==> config.mk <==
export PLATFORM = sky130hd
export DESIGN_NAME = pileup_locus_statistics_core
export DESIGN_NICKNAME = d
export VERILOG_FILES = /design/src/hdl/plc_pkg.sv /design/src/hdl/plc_div.sv /design/src/hdl/plc_dp.sv /design/src/hdl/plc_ctrl.sv /design/src/hdl/pileup_locus_statistics_core.sv
export VERILOG_INCLUDE_DIRS = /design/src /design/src/hdl
export SDC_FILE = /design/constraint.sdc
export NUM_CORES = 2
export LEC_CHECK = 0
export ABC_AREA = 1
export BUFFER_PORTS_ARGS = -buffer_cell sky130_fd_sc_hd__buf_4
export CORE_ASPECT_RATIO = 1.5
export CORE_MARGIN = 1
export CORE_UTILIZATION = 67
export DETAILED_ROUTE_END_ITERATION = 8
export GPL_TIMING_DRIVEN = 0
export PLACE_DENSITY = 0.86
export SYNTH_ARGS = -nofsm -noshare
export SYNTH_HDL_FRONTEND = slang
export SYNTH_HIERARCHICAL = 1
export SYNTH_SLANG_ARGS = --single-unit
export TNS_END_PERCENT = 100
==> constraint.sdc <==
create_clock -name clk_i -period 26.5 [get_ports clk_i]
set_clock_uncertainty 0.2 [all_clocks]
set_input_delay 3.975 -clock clk_i [delete_from_list [all_inputs] [get_ports clk_i]]
set_output_delay 3.975 -clock clk_i [all_outputs]
set_load 0.01 [all_outputs]
==> src/hdl/pileup_locus_statistics_core_macros.svh <==
// assertion macros for the pileup locus statistics core
// no dependencies; included by the top level only
`ifndef PILEUP_LOCUS_STATISTICS_CORE_MACROS_SVH
`define PILEUP_LOCUS_STATISTICS_CORE_MACROS_SVH

// same-cycle implication, checked outside reset
`define PLC_ASSERT_NOW(label, clk, rst_n, ante, cons, msg) \
  label: assert property (@(posedge clk) disable iff (!rst_n) (ante) |-> (cons)) \
    else $error(msg);

// next-cycle implication, checked outside reset
`define PLC_ASSERT_NEXT(label, clk, rst_n, ante, cons, msg) \
  label: assert property (@(posedge clk) disable iff (!rst_n) (ante) |=> (cons)) \
    else $error(msg);

`endif

==> src/hdl/plc_pkg.sv <==
// shared types and constants for the pileup locus statistics core
// no dependencies
`timescale 1ns / 1ps

package plc_pkg;

  // fixed field widths
  localparam int unsigned POS_W      = 32;
  localparam int unsigned DEPTH_W    = 16;
  localparam int unsigned OUT_W      = 32;
  localparam int unsigned FRAC_W     = 17;
  localparam int unsigned CFG_IDX_W  = 3;
  localparam int unsigned CFG_DATA_W = 32;

  // parameter defaults
  localparam int unsigned DEF_COUNT_BITS = 16;
  localparam int unsigned DEF_TALLY_BITS = 32;

  // register reset values
  localparam logic [DEPTH_W-1:0] RST_MIN_ALLELIC = 16'd12;
  localparam logic [DEPTH_W-1:0] RST_MIN_FLANK   = 16'd10;

  // one quotient bit per step, Q1.16 fraction up to one
  localparam int unsigned DIV_STEPS = FRAC_W;
  localparam int unsigned DIV_CNT_W = $clog2(DIV_STEPS);

  // configuration register indexes
  typedef enum logic [CFG_IDX_W-1:0] {
    CFG_FEATURE_START   = 3'd0,
    CFG_FEATURE_END     = 3'd1,
    CFG_USE_REFERENCE   = 3'd2,
    CFG_MIN_ALLELIC_DEP = 3'd3,
    CFG_MIN_FLANK_DEP   = 3'd4
  } plc_cfg_idx_e;

  // controller to datapath
  typedef struct packed {
    logic capture;
    logic classify;
    logic tally;
    logic div_init;
    logic div_step;
    logic load;
  } plc_cmd_t;

  // datapath to controller
  typedef struct packed {
    logic last;
    logic out_free;
  } plc_sts_t;

endpackage

==> src/hdl/plc_div.sv <==
// restoring divider giving floor(dividend * 2^16 / divisor), dividend <= divisor
// depends on plc_pkg
`timescale 1ns / 1ps

module plc_div #(
  parameter int unsigned TALLY_BITS = plc_pkg::DEF_TALLY_BITS
) (
  input  logic                         clk_i,
  input  logic                         init_i,
  input  logic                         step_i,
  input  logic [TALLY_BITS-1:0]        dividend_i,
  input  logic [TALLY_BITS-1:0]        divisor_i,
  output logic [plc_pkg::FRAC_W-1:0]   quot_o
);
  import plc_pkg::*;

  logic [TALLY_BITS-1:0] rem_q, rem_d;
  logic [FRAC_W-1:0]     quot_q;
  logic [TALLY_BITS:0]   cand;
  logic                  ge;

  // first step tests the integer bit, later steps shift the remainder
  always_comb begin
    cand  = init_i ? {1'b0, dividend_i} : {rem_q, 1'b0};
    ge    = cand >= {1'b0, divisor_i};
    rem_d = ge ? TALLY_BITS'(cand - {1'b0, divisor_i}) : TALLY_BITS'(cand);
  end

  always_ff @(posedge clk_i) begin
    if (step_i) begin
      rem_q  <= rem_d;
      quot_q <= {quot_q[FRAC_W-2:0], ge};
    end
  end

  assign quot_o = quot_q;

endmodule

==> src/hdl/plc_dp.sv <==
// datapath: config registers, locus classification, tallies, divider, result register
// depends on plc_pkg and plc_div
`timescale 1ns / 1ps

module plc_dp #(
  parameter int unsigned COUNT_BITS = plc_pkg::DEF_COUNT_BITS,
  parameter int unsigned TALLY_BITS = plc_pkg::DEF_TALLY_BITS
) (
  input  logic                             clk_i,
  input  logic                             rst_ni,
  input  plc_pkg::plc_cmd_t                cmd_i,
  output plc_pkg::plc_sts_t                sts_o,
  input  logic                             cfg_we_i,
  input  logic [plc_pkg::CFG_IDX_W-1:0]    cfg_index_i,
  input  logic [plc_pkg::CFG_DATA_W-1:0]   cfg_data_i,
  input  logic [plc_pkg::POS_W-1:0]        position_i,
  input  logic [plc_pkg::DEPTH_W-1:0]      depth_i,
  input  logic [COUNT_BITS-1:0]            count_a_i,
  input  logic [COUNT_BITS-1:0]            count_c_i,
  input  logic [COUNT_BITS-1:0]            count_g_i,
  input  logic [COUNT_BITS-1:0]            count_t_i,
  input  logic [COUNT_BITS-1:0]            count_nonref_i,
  input  logic                             last_locus_i,
  input  logic                             out_stall_i,
  output logic                             out_valid_o,
  output logic [plc_pkg::OUT_W-1:0]        multiallelic_loci_o,
  output logic [plc_pkg::OUT_W-1:0]        unbalanced_loci_o,
  output logic [plc_pkg::OUT_W-1:0]        flank_loci_o,
  output logic [plc_pkg::OUT_W-1:0]        nonref_flank_loci_o,
  output logic [plc_pkg::FRAC_W-1:0]       nonref_fraction_o,
  output logic                             no_flank_loci_o
);
  import plc_pkg::*;

  // widths of the cross-multiplied compares
  localparam int unsigned MW = ((COUNT_BITS > DEPTH_W) ? COUNT_BITS : DEPTH_W) + 3;
  localparam int unsigned NW = ((COUNT_BITS + 8 > DEPTH_W) ? COUNT_BITS + 8 : DEPTH_W);
  localparam int unsigned UW = COUNT_BITS + 4;

  // config registers
  logic [POS_W-1:0]   feat_start_q, feat_end_q;
  logic               use_ref_q;
  logic [DEPTH_W-1:0] min_allelic_q, min_flank_q;

  always_ff @(posedge clk_i or negedge rst_ni) begin
    if (!rst_ni) begin
      feat_start_q  <= '0;
      feat_end_q    <= '0;
      use_ref_q     <= 1'b0;
      min_allelic_q <= RST_MIN_ALLELIC;
      min_flank_q   <= RST_MIN_FLANK;
    end else if (cfg_we_i) begin
      case (cfg_index_i)
        CFG_FEATURE_START:   feat_start_q  <= POS_W'(cfg_data_i);
        CFG_FEATURE_END:     feat_end_q    <= POS_W'(cfg_data_i);
        CFG_USE_REFERENCE:   use_ref_q     <= cfg_data_i[0];
        CFG_MIN_ALLELIC_DEP: min_allelic_q <= cfg_data_i[DEPTH_W-1:0];
        CFG_MIN_FLANK_DEP:   min_flank_q   <= cfg_data_i[DEPTH_W-1:0];
        default: ;
      endcase
    end
  end

  // input item registers
  logic [POS_W-1:0]      pos_q;
  logic [DEPTH_W-1:0]    depth_q;
  logic [COUNT_BITS-1:0] base_q [4];
  logic [COUNT_BITS-1:0] nonref_q;
  logic                  last_q;

  always_ff @(posedge clk_i) begin
    if (cmd_i.capture) begin
      pos_q     <= position_i;
      depth_q   <= depth_i;
      base_q[0] <= count_a_i;
      base_q[1] <= count_c_i;
      base_q[2] <= count_g_i;
      base_q[3] <= count_t_i;
      nonref_q  <= count_nonref_i;
      last_q    <= last_locus_i;
    end
  end

  // classification of the held locus
  logic                  in_feature, allelic_ok, all_below, flank_ok, nonref_ok;
  logic [COUNT_BITS-1:0] mx, second;
  logic [1:0]            imax;

  always_comb begin
    in_feature = (pos_q > feat_start_q) && (pos_q < feat_end_q);
    allelic_ok = (depth_q >= min_allelic_q) && (depth_q != '0);
    all_below  = 1'b1;
    for (int k = 0; k < 4; k++) begin
      if (MW'(base_q[k]) * MW'(5) >= MW'(depth_q) * MW'(4)) begin
        all_below = 1'b0;
      end
    end
    // first maximum wins a tie
    mx   = base_q[0];
    imax = 2'd0;
    for (int k = 1; k < 4; k++) begin
      if (base_q[k] > mx) begin
        mx   = base_q[k];
        imax = 2'(k);
      end
    end
    second = '0;
    for (int k = 0; k < 4; k++) begin
      if ((2'(k) != imax) && (base_q[k] > second)) begin
        second = base_q[k];
      end
    end
    flank_ok  = !in_feature && (depth_q >= min_flank_q);
    nonref_ok = use_ref_q && (depth_q != '0) &&
                (NW'(nonref_q) * NW'(200) >= NW'(depth_q));
  end

  logic                  multi_q, flank_q, nonref_hit_q;
  logic [COUNT_BITS-1:0] mx_q, second_q;

  always_ff @(posedge clk_i) begin
    if (cmd_i.classify) begin
      multi_q      <= in_feature && allelic_ok && all_below;
      flank_q      <= flank_ok;
      nonref_hit_q <= flank_ok && nonref_ok;
      mx_q         <= mx;
      second_q     <= second;
    end
  end

  // minor share strictly between 0.2 and 0.3
  logic [UW-1:0] share_sum;
  logic          unbal;

  always_comb begin
    share_sum = UW'(mx_q) + UW'(second_q);
    unbal = (share_sum != '0) &&
            (UW'(second_q) * UW'(5) > share_sum) &&
            (UW'(second_q) * UW'(10) < share_sum * UW'(3));
  end

  // saturating tallies, cleared when the result is loaded
  logic [TALLY_BITS-1:0] multi_tally_q, unbal_tally_q, flank_tally_q, nonref_tally_q;

  always_ff @(posedge clk_i or negedge rst_ni) begin
    if (!rst_ni) begin
      multi_tally_q  <= '0;
      unbal_tally_q  <= '0;
      flank_tally_q  <= '0;
      nonref_tally_q <= '0;
    end else if (cmd_i.load) begin
      multi_tally_q  <= '0;
      unbal_tally_q  <= '0;
      flank_tally_q  <= '0;
      nonref_tally_q <= '0;
    end else if (cmd_i.tally) begin
      if (multi_q && (multi_tally_q != '1)) begin
        multi_tally_q <= multi_tally_q + 1'b1;
      end
      if (multi_q && unbal && (unbal_tally_q != '1)) begin
        unbal_tally_q <= unbal_tally_q + 1'b1;
      end
      if (flank_q && (flank_tally_q != '1)) begin
        flank_tally_q <= flank_tally_q + 1'b1;
      end
      if (nonref_hit_q && (nonref_tally_q != '1)) begin
        nonref_tally_q <= nonref_tally_q + 1'b1;
      end
    end
  end

  // flank non-reference fraction
  logic [FRAC_W-1:0] quot;

  plc_div #(
    .TALLY_BITS(TALLY_BITS)
  ) u_div (
    .clk_i      (clk_i),
    .init_i     (cmd_i.div_init),
    .step_i     (cmd_i.div_step),
    .dividend_i (nonref_tally_q),
    .divisor_i  (flank_tally_q),
    .quot_o     (quot)
  );

  // result register
  logic              out_valid_q;
  logic [OUT_W-1:0]  multi_out_q, unbal_out_q, flank_out_q, nonref_out_q;
  logic [FRAC_W-1:0] frac_out_q;
  logic              none_out_q;
  logic              no_flank;

  assign no_flank = (flank_tally_q == '0);

  always_ff @(posedge clk_i or negedge rst_ni) begin
    if (!rst_ni) begin
      out_valid_q <= 1'b0;
    end else if (cmd_i.load) begin
      out_valid_q <= 1'b1;
    end else if (!out_stall_i) begin
      out_valid_q <= 1'b0;
    end
  end

  always_ff @(posedge clk_i) begin
    if (cmd_i.load) begin
      multi_out_q  <= OUT_W'(multi_tally_q);
      unbal_out_q  <= OUT_W'(unbal_tally_q);
      flank_out_q  <= OUT_W'(flank_tally_q);
      nonref_out_q <= OUT_W'(nonref_tally_q);
      frac_out_q   <= (no_flank || !use_ref_q) ? '0 : quot;
      none_out_q   <= no_flank;
    end
  end

  assign sts_o.last          = last_q;
  assign sts_o.out_free      = !out_valid_q || !out_stall_i;
  assign out_valid_o         = out_valid_q;
  assign multiallelic_loci_o = multi_out_q;
  assign unbalanced_loci_o   = unbal_out_q;
  assign flank_loci_o        = flank_out_q;
  assign nonref_flank_loci_o = nonref_out_q;
  assign nonref_fraction_o   = frac_out_q;
  assign no_flank_loci_o     = none_out_q;

endmodule

==> src/hdl/plc_ctrl.sv <==
// controller: sequences capture, classify, tally, divide and result load
// depends on plc_pkg
`timescale 1ns / 1ps

module plc_ctrl (
  input  logic               clk_i,
  input  logic               rst_ni,
  input  logic               in_valid_i,
  output logic               in_stall_o,
  input  plc_pkg::plc_sts_t  sts_i,
  output plc_pkg::plc_cmd_t  cmd_o
);
  import plc_pkg::*;

  typedef enum logic [2:0] {
    S_IDLE,
    S_CLASS,
    S_TALLY,
    S_DIV,
    S_LOAD
  } state_e;

  state_e               state_q, state_d;
  logic [DIV_CNT_W-1:0] cnt_q, cnt_d;
  logic                 in_stall_q, in_stall_d;

  // next state
  always_comb begin
    state_d = state_q;
    cnt_d   = cnt_q;
    case (state_q)
      S_IDLE: begin
        if (in_valid_i) begin
          state_d = S_CLASS;
        end
      end
      S_CLASS: state_d = S_TALLY;
      S_TALLY: begin
        cnt_d   = '0;
        state_d = sts_i.last ? S_DIV : S_IDLE;
      end
      S_DIV: begin
        if (cnt_q == DIV_CNT_W'(DIV_STEPS - 1)) begin
          state_d = S_LOAD;
        end else begin
          cnt_d = cnt_q + 1'b1;
        end
      end
      S_LOAD: begin
        if (sts_i.out_free) begin
          state_d = S_IDLE;
        end
      end
      default: state_d = S_IDLE;
    endcase
    in_stall_d = (state_d != S_IDLE);
  end

  // state and registered stall
  always_ff @(posedge clk_i or negedge rst_ni) begin
    if (!rst_ni) begin
      state_q    <= S_IDLE;
      cnt_q      <= '0;
      in_stall_q <= 1'b0;
    end else begin
      state_q    <= state_d;
      cnt_q      <= cnt_d;
      in_stall_q <= in_stall_d;
    end
  end

  // command decode
  always_comb begin
    cmd_o.capture  = (state_q == S_IDLE) && in_valid_i;
    cmd_o.classify = (state_q == S_CLASS);
    cmd_o.tally    = (state_q == S_TALLY);
    cmd_o.div_init = (state_q == S_DIV) && (cnt_q == '0);
    cmd_o.div_step = (state_q == S_DIV);
    cmd_o.load     = (state_q == S_LOAD) && sts_i.out_free;
  end

  assign in_stall_o = in_stall_q;

endmodule

==> src/hdl/pileup_locus_statistics_core.sv <==
// channel   direction  handshake                 payload
// in        input      in_valid_i / in_stall_o   position, depth, base counts, last_locus
// out       output     out_valid_o / out_stall_i four tallies, fraction, no_flank_loci
// cfg       input      cfg_valid_i / cfg_ready_o cfg_index_i, cfg_data_i
//
// an item that is not the last locus goes through capture, classify and tally update
// the last locus then steps the bit-serial divider and loads the result
// the result register frees the input side; a new result waits only if the old one is held
// reset is asynchronous, active low; tallies clear to zero, config registers take their defaults
// cfg_ready_o is always high
// top level of the pileup locus statistics core; depends on plc_pkg, plc_ctrl, plc_dp and the macros header
`timescale 1ns / 1ps
`include "pileup_locus_statistics_core_macros.svh"

module pileup_locus_statistics_core #(
  parameter int unsigned COUNT_BITS = plc_pkg::DEF_COUNT_BITS,
  parameter int unsigned TALLY_BITS = plc_pkg::DEF_TALLY_BITS
) (
  input  logic                             clk_i,
  input  logic                             rst_ni,
  input  logic                             cfg_valid_i,
  output logic                             cfg_ready_o,
  input  logic [plc_pkg::CFG_IDX_W-1:0]    cfg_index_i,
  input  logic [plc_pkg::CFG_DATA_W-1:0]   cfg_data_i,
  input  logic                             in_valid_i,
  output logic                             in_stall_o,
  input  logic [plc_pkg::POS_W-1:0]        position_i,
  input  logic [plc_pkg::DEPTH_W-1:0]      depth_i,
  input  logic [COUNT_BITS-1:0]            count_a_i,
  input  logic [COUNT_BITS-1:0]            count_c_i,
  input  logic [COUNT_BITS-1:0]            count_g_i,
  input  logic [COUNT_BITS-1:0]            count_t_i,
  input  logic [COUNT_BITS-1:0]            count_nonref_i,
  input  logic                             last_locus_i,
  output logic                             out_valid_o,
  input  logic                             out_stall_i,
  output logic [plc_pkg::OUT_W-1:0]        multiallelic_loci_o,
  output logic [plc_pkg::OUT_W-1:0]        unbalanced_loci_o,
  output logic [plc_pkg::OUT_W-1:0]        flank_loci_o,
  output logic [plc_pkg::OUT_W-1:0]        nonref_flank_loci_o,
  output logic [plc_pkg::FRAC_W-1:0]       nonref_fraction_o,
  output logic                             no_flank_loci_o
);
  import plc_pkg::*;

  plc_cmd_t cmd;
  plc_sts_t sts;

  // register writes always taken
  assign cfg_ready_o = 1'b1;

  plc_ctrl u_ctrl (
    .clk_i      (clk_i),
    .rst_ni     (rst_ni),
    .in_valid_i (in_valid_i),
    .in_stall_o (in_stall_o),
    .sts_i      (sts),
    .cmd_o      (cmd)
  );

  plc_dp #(
    .COUNT_BITS(COUNT_BITS),
    .TALLY_BITS(TALLY_BITS)
  ) u_dp (
    .clk_i               (clk_i),
    .rst_ni              (rst_ni),
    .cmd_i               (cmd),
    .sts_o               (sts),
    .cfg_we_i            (cfg_valid_i && cfg_ready_o),
    .cfg_index_i         (cfg_index_i),
    .cfg_data_i          (cfg_data_i),
    .position_i          (position_i),
    .depth_i             (depth_i),
    .count_a_i           (count_a_i),
    .count_c_i           (count_c_i),
    .count_g_i           (count_g_i),
    .count_t_i           (count_t_i),
    .count_nonref_i      (count_nonref_i),
    .last_locus_i        (last_locus_i),
    .out_stall_i         (out_stall_i),
    .out_valid_o         (out_valid_o),
    .multiallelic_loci_o (multiallelic_loci_o),
    .unbalanced_loci_o   (unbalanced_loci_o),
    .flank_loci_o        (flank_loci_o),
    .nonref_flank_loci_o (nonref_flank_loci_o),
    .nonref_fraction_o   (nonref_fraction_o),
    .no_flank_loci_o     (no_flank_loci_o)
  );

  // one item at a time: an accepted item blocks the input next cycle
  `PLC_ASSERT_NEXT(a_one_item, clk_i, rst_ni, in_valid_i && !in_stall_o, in_stall_o, "input not blocked after accept")
  // a loaded result shows up as valid
  `PLC_ASSERT_NEXT(a_load_valid, clk_i, rst_ni, cmd.load, out_valid_o, "loaded result not valid")
  // no flank loci always reports a zero fraction
  `PLC_ASSERT_NOW(a_no_flank_zero, clk_i, rst_ni, out_valid_o && no_flank_loci_o, nonref_fraction_o == '0, "fraction set with no flank loci")

endmodule

==> flow_summary.toml <==
[outcome]
run_status = "finished, final reports clean"

[synth]
synth_seq_cells = 594
avg_inst_size_synth_um2 = 8.49
postSynthNetCount = 5671
synthesis.instances = 4911
synthesis.area_mm2 = 0.0417
synth-async-reset-ratio = 0.396
dominant_register_cell_in_the_synthesized_netlist = "sky130_fd_sc_hd__edfxtp_1"
synth_warnings = 6
synth_largest_area_cell = "sky130_fd_sc_hd__edfxtp_1"
synth_largest_type_area_fraction = 0.259
ys_seq_area_frac = 0.400
synth_area_leaders = "sky130_fd_sc_hd__edfxtp_1 26%, sky130_fd_sc_hd__ha_1 17%, sky130_fd_sc_hd__dfrtp_1 14%, sky130_fd_sc_hd__nand2_1 9.9%, sky130_fd_sc_hd__inv_1 7.1%"
synth_enable_flop_cells = 359
most_frequent_cell_after_synthesis = "sky130_fd_sc_hd__nand2_1"
synth_cell_types = 71
synth_common_cells = "1101 x sky130_fd_sc_hd__nand2_1, 788 x sky130_fd_sc_hd__inv_1, 572 x sky130_fd_sc_hd__ha_1, 359 x sky130_fd_sc_hd__edfxtp_1, 309 x sky130_fd_sc_hd__o21ai_0"

[global_routing]
first_pass_grt_wire_length_mm = 180
grt_util_all_layers = 0.367
via_count_of_the_first_global_routing_pass = 36012
grt_antenna_before_repair = 2
global_route.overflow_total = 0
grt_max_degree = 112

[placement]
dp_cells = 6026
dpl_worst_slack_ns = 14.23
port_buffer_cells = 316
total_half_perimeter_wirelength_after_legalization_and_detailed_placement_mm = 89.8
gp_congestion = 0.998

[setup_path]
slowest_stage = "sky130_fd_sc_hd__nor3_1"
setup.worst_path.start_class = "flip-flop"
setup_crit_end_kind = "flip-flop"
regToRegSetupSlack_ns = 13.58
critical_path_class = "flip-flop to flip-flop"
max_stage_delay_ns = 0.53
timing.critical_path.from = "u_dp/base_q[0][15]$_DFFE_PP_"
reg2reg_launch_point = "u_dp/base_q[0][15]$_DFFE_PP_"
timing.critical_path.mode_cell = "sky130_fd_sc_hd__nand2_1"
endpoint = "u_dp/second_q[5]$_DFFE_PP_"
required_ns = 26.82
rr_worst_depth = 57
reg2reg_to = "u_dp/second_q[5]$_DFFE_PP_"
critical_path_arrival_ns = 13.24
cp_max_fo = 10

[final_layout]
final_nets = 6053
multiInputGateArea_mm2 = 0.0216
final_layout_size_suffix_gt1_frac = 0.110
fillers = 4362
synthToLayoutAreaGrowth_pct = 13.1
finished_layout_cells = 6134
seq_area_mm2 = 0.0167
finish.utilization = 0.770

[min_path]
holdCritPathClass = "flip-flop to flip-flop"
timing.hold.worst.start = "u_dp/u_div/quot_o[14]$_DFFE_PP_"

[sta]
worst_slew_margin_rel = 0.147
rsz0062_at_grt = "no"
fmax_mhz = 77.4
setup_ws_ns = 13.58
setup_tns_ns = 0
setup_violations = 0
worstMarginPinSlew_ns = 1.28
finalHoldViolations = 0
fin_crit_sh = 0.488
final_period_minus_worst_setup_slack_ns = 12.92
timing_max_transition_violations_final = 0

[cts]
clock_insertion_delay_worst_skew_ns = 0.65
tritoncts.num_buffers = 56
clock_sinks = 594
ctsHoldBuffers = 0
postcts_setup_bufs = 0
postCtsResizedCells = 0
clkTransAtPathRegs_ns = 0.07
cts_buffer_depth = 3
clock_tree.root_cell = "sky130_fd_sc_hd__clkbuf_16"
cts_max_level = 2
clock_tree_from_tritoncts = "done"

[route]
route.antenna.remaining_nets = 0
via_count = 36175
drt-wirelength-per-cell_um = 18.9
post_drt_via_cell_ratio = 5.90
drt_iter0_drc = 2677
drc = 0
drt_wl_total_mm = 116
drt-pass1-iter-count = 6

[die]
die_width_um = 206
initial_cell_density_of_the_core = 0.681
chipHeight_um = 307
die_area_mm2 = 0.0632
floorplan.io_pins = 318
placeableCoreArea_mm2 = 0.0612
num_rows = 111

[power_and_ir_drop]
vdd_drop_max_uv = 134
power_per_cell_area_mw_per_mm2 = 143
leakage_uw = 0.0224

[flow_run]
max-cap-violations = 0
## stage by stage
step	hold WS [ns]	cell area, µm²	total power, µW
after global routing	0.260	47100	7410
after floorplan	0.226	41700	4730
after detailed placement	0.238	45300	5800
after CTS	0.257	47100	6690
final	0.256	47100	6760
after global placement	0.231	45000	5630
## how the worst min path moves through the flow
stage | to | slack [ns] | cells past startpoint
after floorplan | u_dp/u_div/quot_o[10]$_DFFE_PP_ | 0.23 | 0
after global placement | u_dp/u_div/quot_o[3]$_DFFE_PP_ | 0.23 | 0
after detailed placement | u_dp/u_div/quot_o[5]$_DFFE_PP_ | 0.24 | 0
after CTS | u_dp/u_div/quot_o[15]$_DFFE_PP_ | 0.26 | 0
after global routing | u_dp/u_div/quot_o[15]$_DFFE_PP_ | 0.26 | 0
final | u_dp/u_div/quot_o[15]$_DFFE_PP_ | 0.26 | 0
## flip-flops by register name, summed over array words and instances (netlist names), 16 cells and up
register,count
u_dp/nonref_flank_loci_o,32
u_dp/u_div/quot_o,17
u_dp/depth_q,16
u_dp/flank_tally_q,32
u_dp/second_q,16
u_dp/feat_end_q,32
u_dp/nonref_fraction_o,17
u_dp/min_flank_q,16
u_dp/base_q,64
u_dp/mx_q,16
u_dp/nonref_tally_q,32
u_dp/pos_q,32
u_dp/nonref_q,16
u_dp/unbal_tally_q,32
u_dp/flank_loci_o,32
u_dp/multi_tally_q,32
u_dp/unbalanced_loci_o,32
u_dp/multiallelic_loci_o,32
u_dp/min_allelic_q,16
u_dp/u_div/rem_q,32
u_dp/feat_start_q,32
## cells in the final DEF (no fill, tap or decap), types with 10 or more instances in the layout
| cell | n |
|---|---|
| sky130_fd_sc_hd__buf_2 | 13 |
| sky130_fd_sc_hd__o21ai_1 | 11 |
| sky130_fd_sc_hd__o21a_1 | 13 |
| sky130_fd_sc_hd__nand3_1 | 242 |
| sky130_fd_sc_hd__nand3b_1 | 19 |
| sky130_fd_sc_hd__a31oi_1 | 21 |
| sky130_fd_sc_hd__o21ai_0 | 309 |
| sky130_fd_sc_hd__nor2_1 | 253 |
| sky130_fd_sc_hd__inv_2 | 11 |
| sky130_fd_sc_hd__o21bai_1 | 27 |
| sky130_fd_sc_hd__a21o_1 | 11 |
| sky130_fd_sc_hd__edfxtp_1 | 359 |
| sky130_fd_sc_hd__xor2_1 | 102 |
| sky130_fd_sc_hd__a211oi_1 | 18 |
| sky130_fd_sc_hd__nor3_1 | 98 |
| sky130_fd_sc_hd__nand3_2 | 18 |
| sky130_fd_sc_hd__clkbuf_1 | 56 |
| sky130_fd_sc_hd__nor2_4 | 10 |
| sky130_fd_sc_hd__ha_1 | 572 |
| sky130_fd_sc_hd__nand2_1 | 1101 |
| sky130_fd_sc_hd__clkbuf_16 | 56 |
| sky130_fd_sc_hd__clkinv_2 | 10 |
| sky130_fd_sc_hd__buf_4 | 318 |
| sky130_fd_sc_hd__nor4_1 | 37 |
| sky130_fd_sc_hd__fa_1 | 19 |
| sky130_fd_sc_hd__xnor2_1 | 24 |
| sky130_fd_sc_hd__or2_2 | 13 |
| sky130_fd_sc_hd__nand4_1 | 70 |
| sky130_fd_sc_hd__dfrtp_1 | 231 |
| sky130_fd_sc_hd__nor2_2 | 14 |
| sky130_fd_sc_hd__o21ai_2 | 20 |
| sky130_fd_sc_hd__nand2_2 | 30 |
| sky130_fd_sc_hd__inv_1 | 787 |
| sky130_fd_sc_hd__a21oi_1 | 303 |
## logic make-up after synthesis
| group | after synthesis | share of synthesized area |
|---|---|---|
| AND/OR/NAND/NOR | 1936 | 0.205 |
| buffers and inverters | 876 | 0.0815 |
| adder cells (fa/ha/maj) | 591 | 0.181 |
| other | 1 | 0.0000900 |
| flip-flops | 594 | 0.400 |
| AO/OA/AOI/OAI | 787 | 0.106 |
| XOR/XNOR | 126 | 0.0265 |
## layer usage
layer	wire (µm)	GRT usage	vias up
li1	-	-	17253
met1	40800	0.396	16739
met2	58500	0.656	1678
met3	7510	0.0443	505
met4	9280	0.261	0
met5	0	0	-
## critical path, delay by kind of cell, from the launching register on
kind                     cells  cell delay [ns]
buffers and inverters       10             2.82
AND/OR/NAND/NOR             32             5.54
AO/OA/AOI/OAI                9             1.75
adder cells (fa/ha/maj)      6             1.97
flip-flops                   1             0.49
## power by group
part	leakage [µW]	switching [µW]	internal (µW)
clock	0.000919	377	459
sequential	0.00621	133	1220
combinational	0.0153	2860	1710
## cell type report
| type | instances | share of cell area |
|---|---|---|
| tap | 791 | 0.0210 |
| clock inverter | 39 | 0.00908 |
| multi-input combinational | 3441 | 0.459 |
| buffer | 75 | 0.00825 |
| inverter | 801 | 0.0639 |
| antenna | 2 | 0.000106 |
| sequential | 594 | 0.353 |
| clock buffer | 67 | 0.0310 |
| timing repair buffer | 324 | 0.0544 |
No activity file was read; power rests on OpenSTA's default activity.
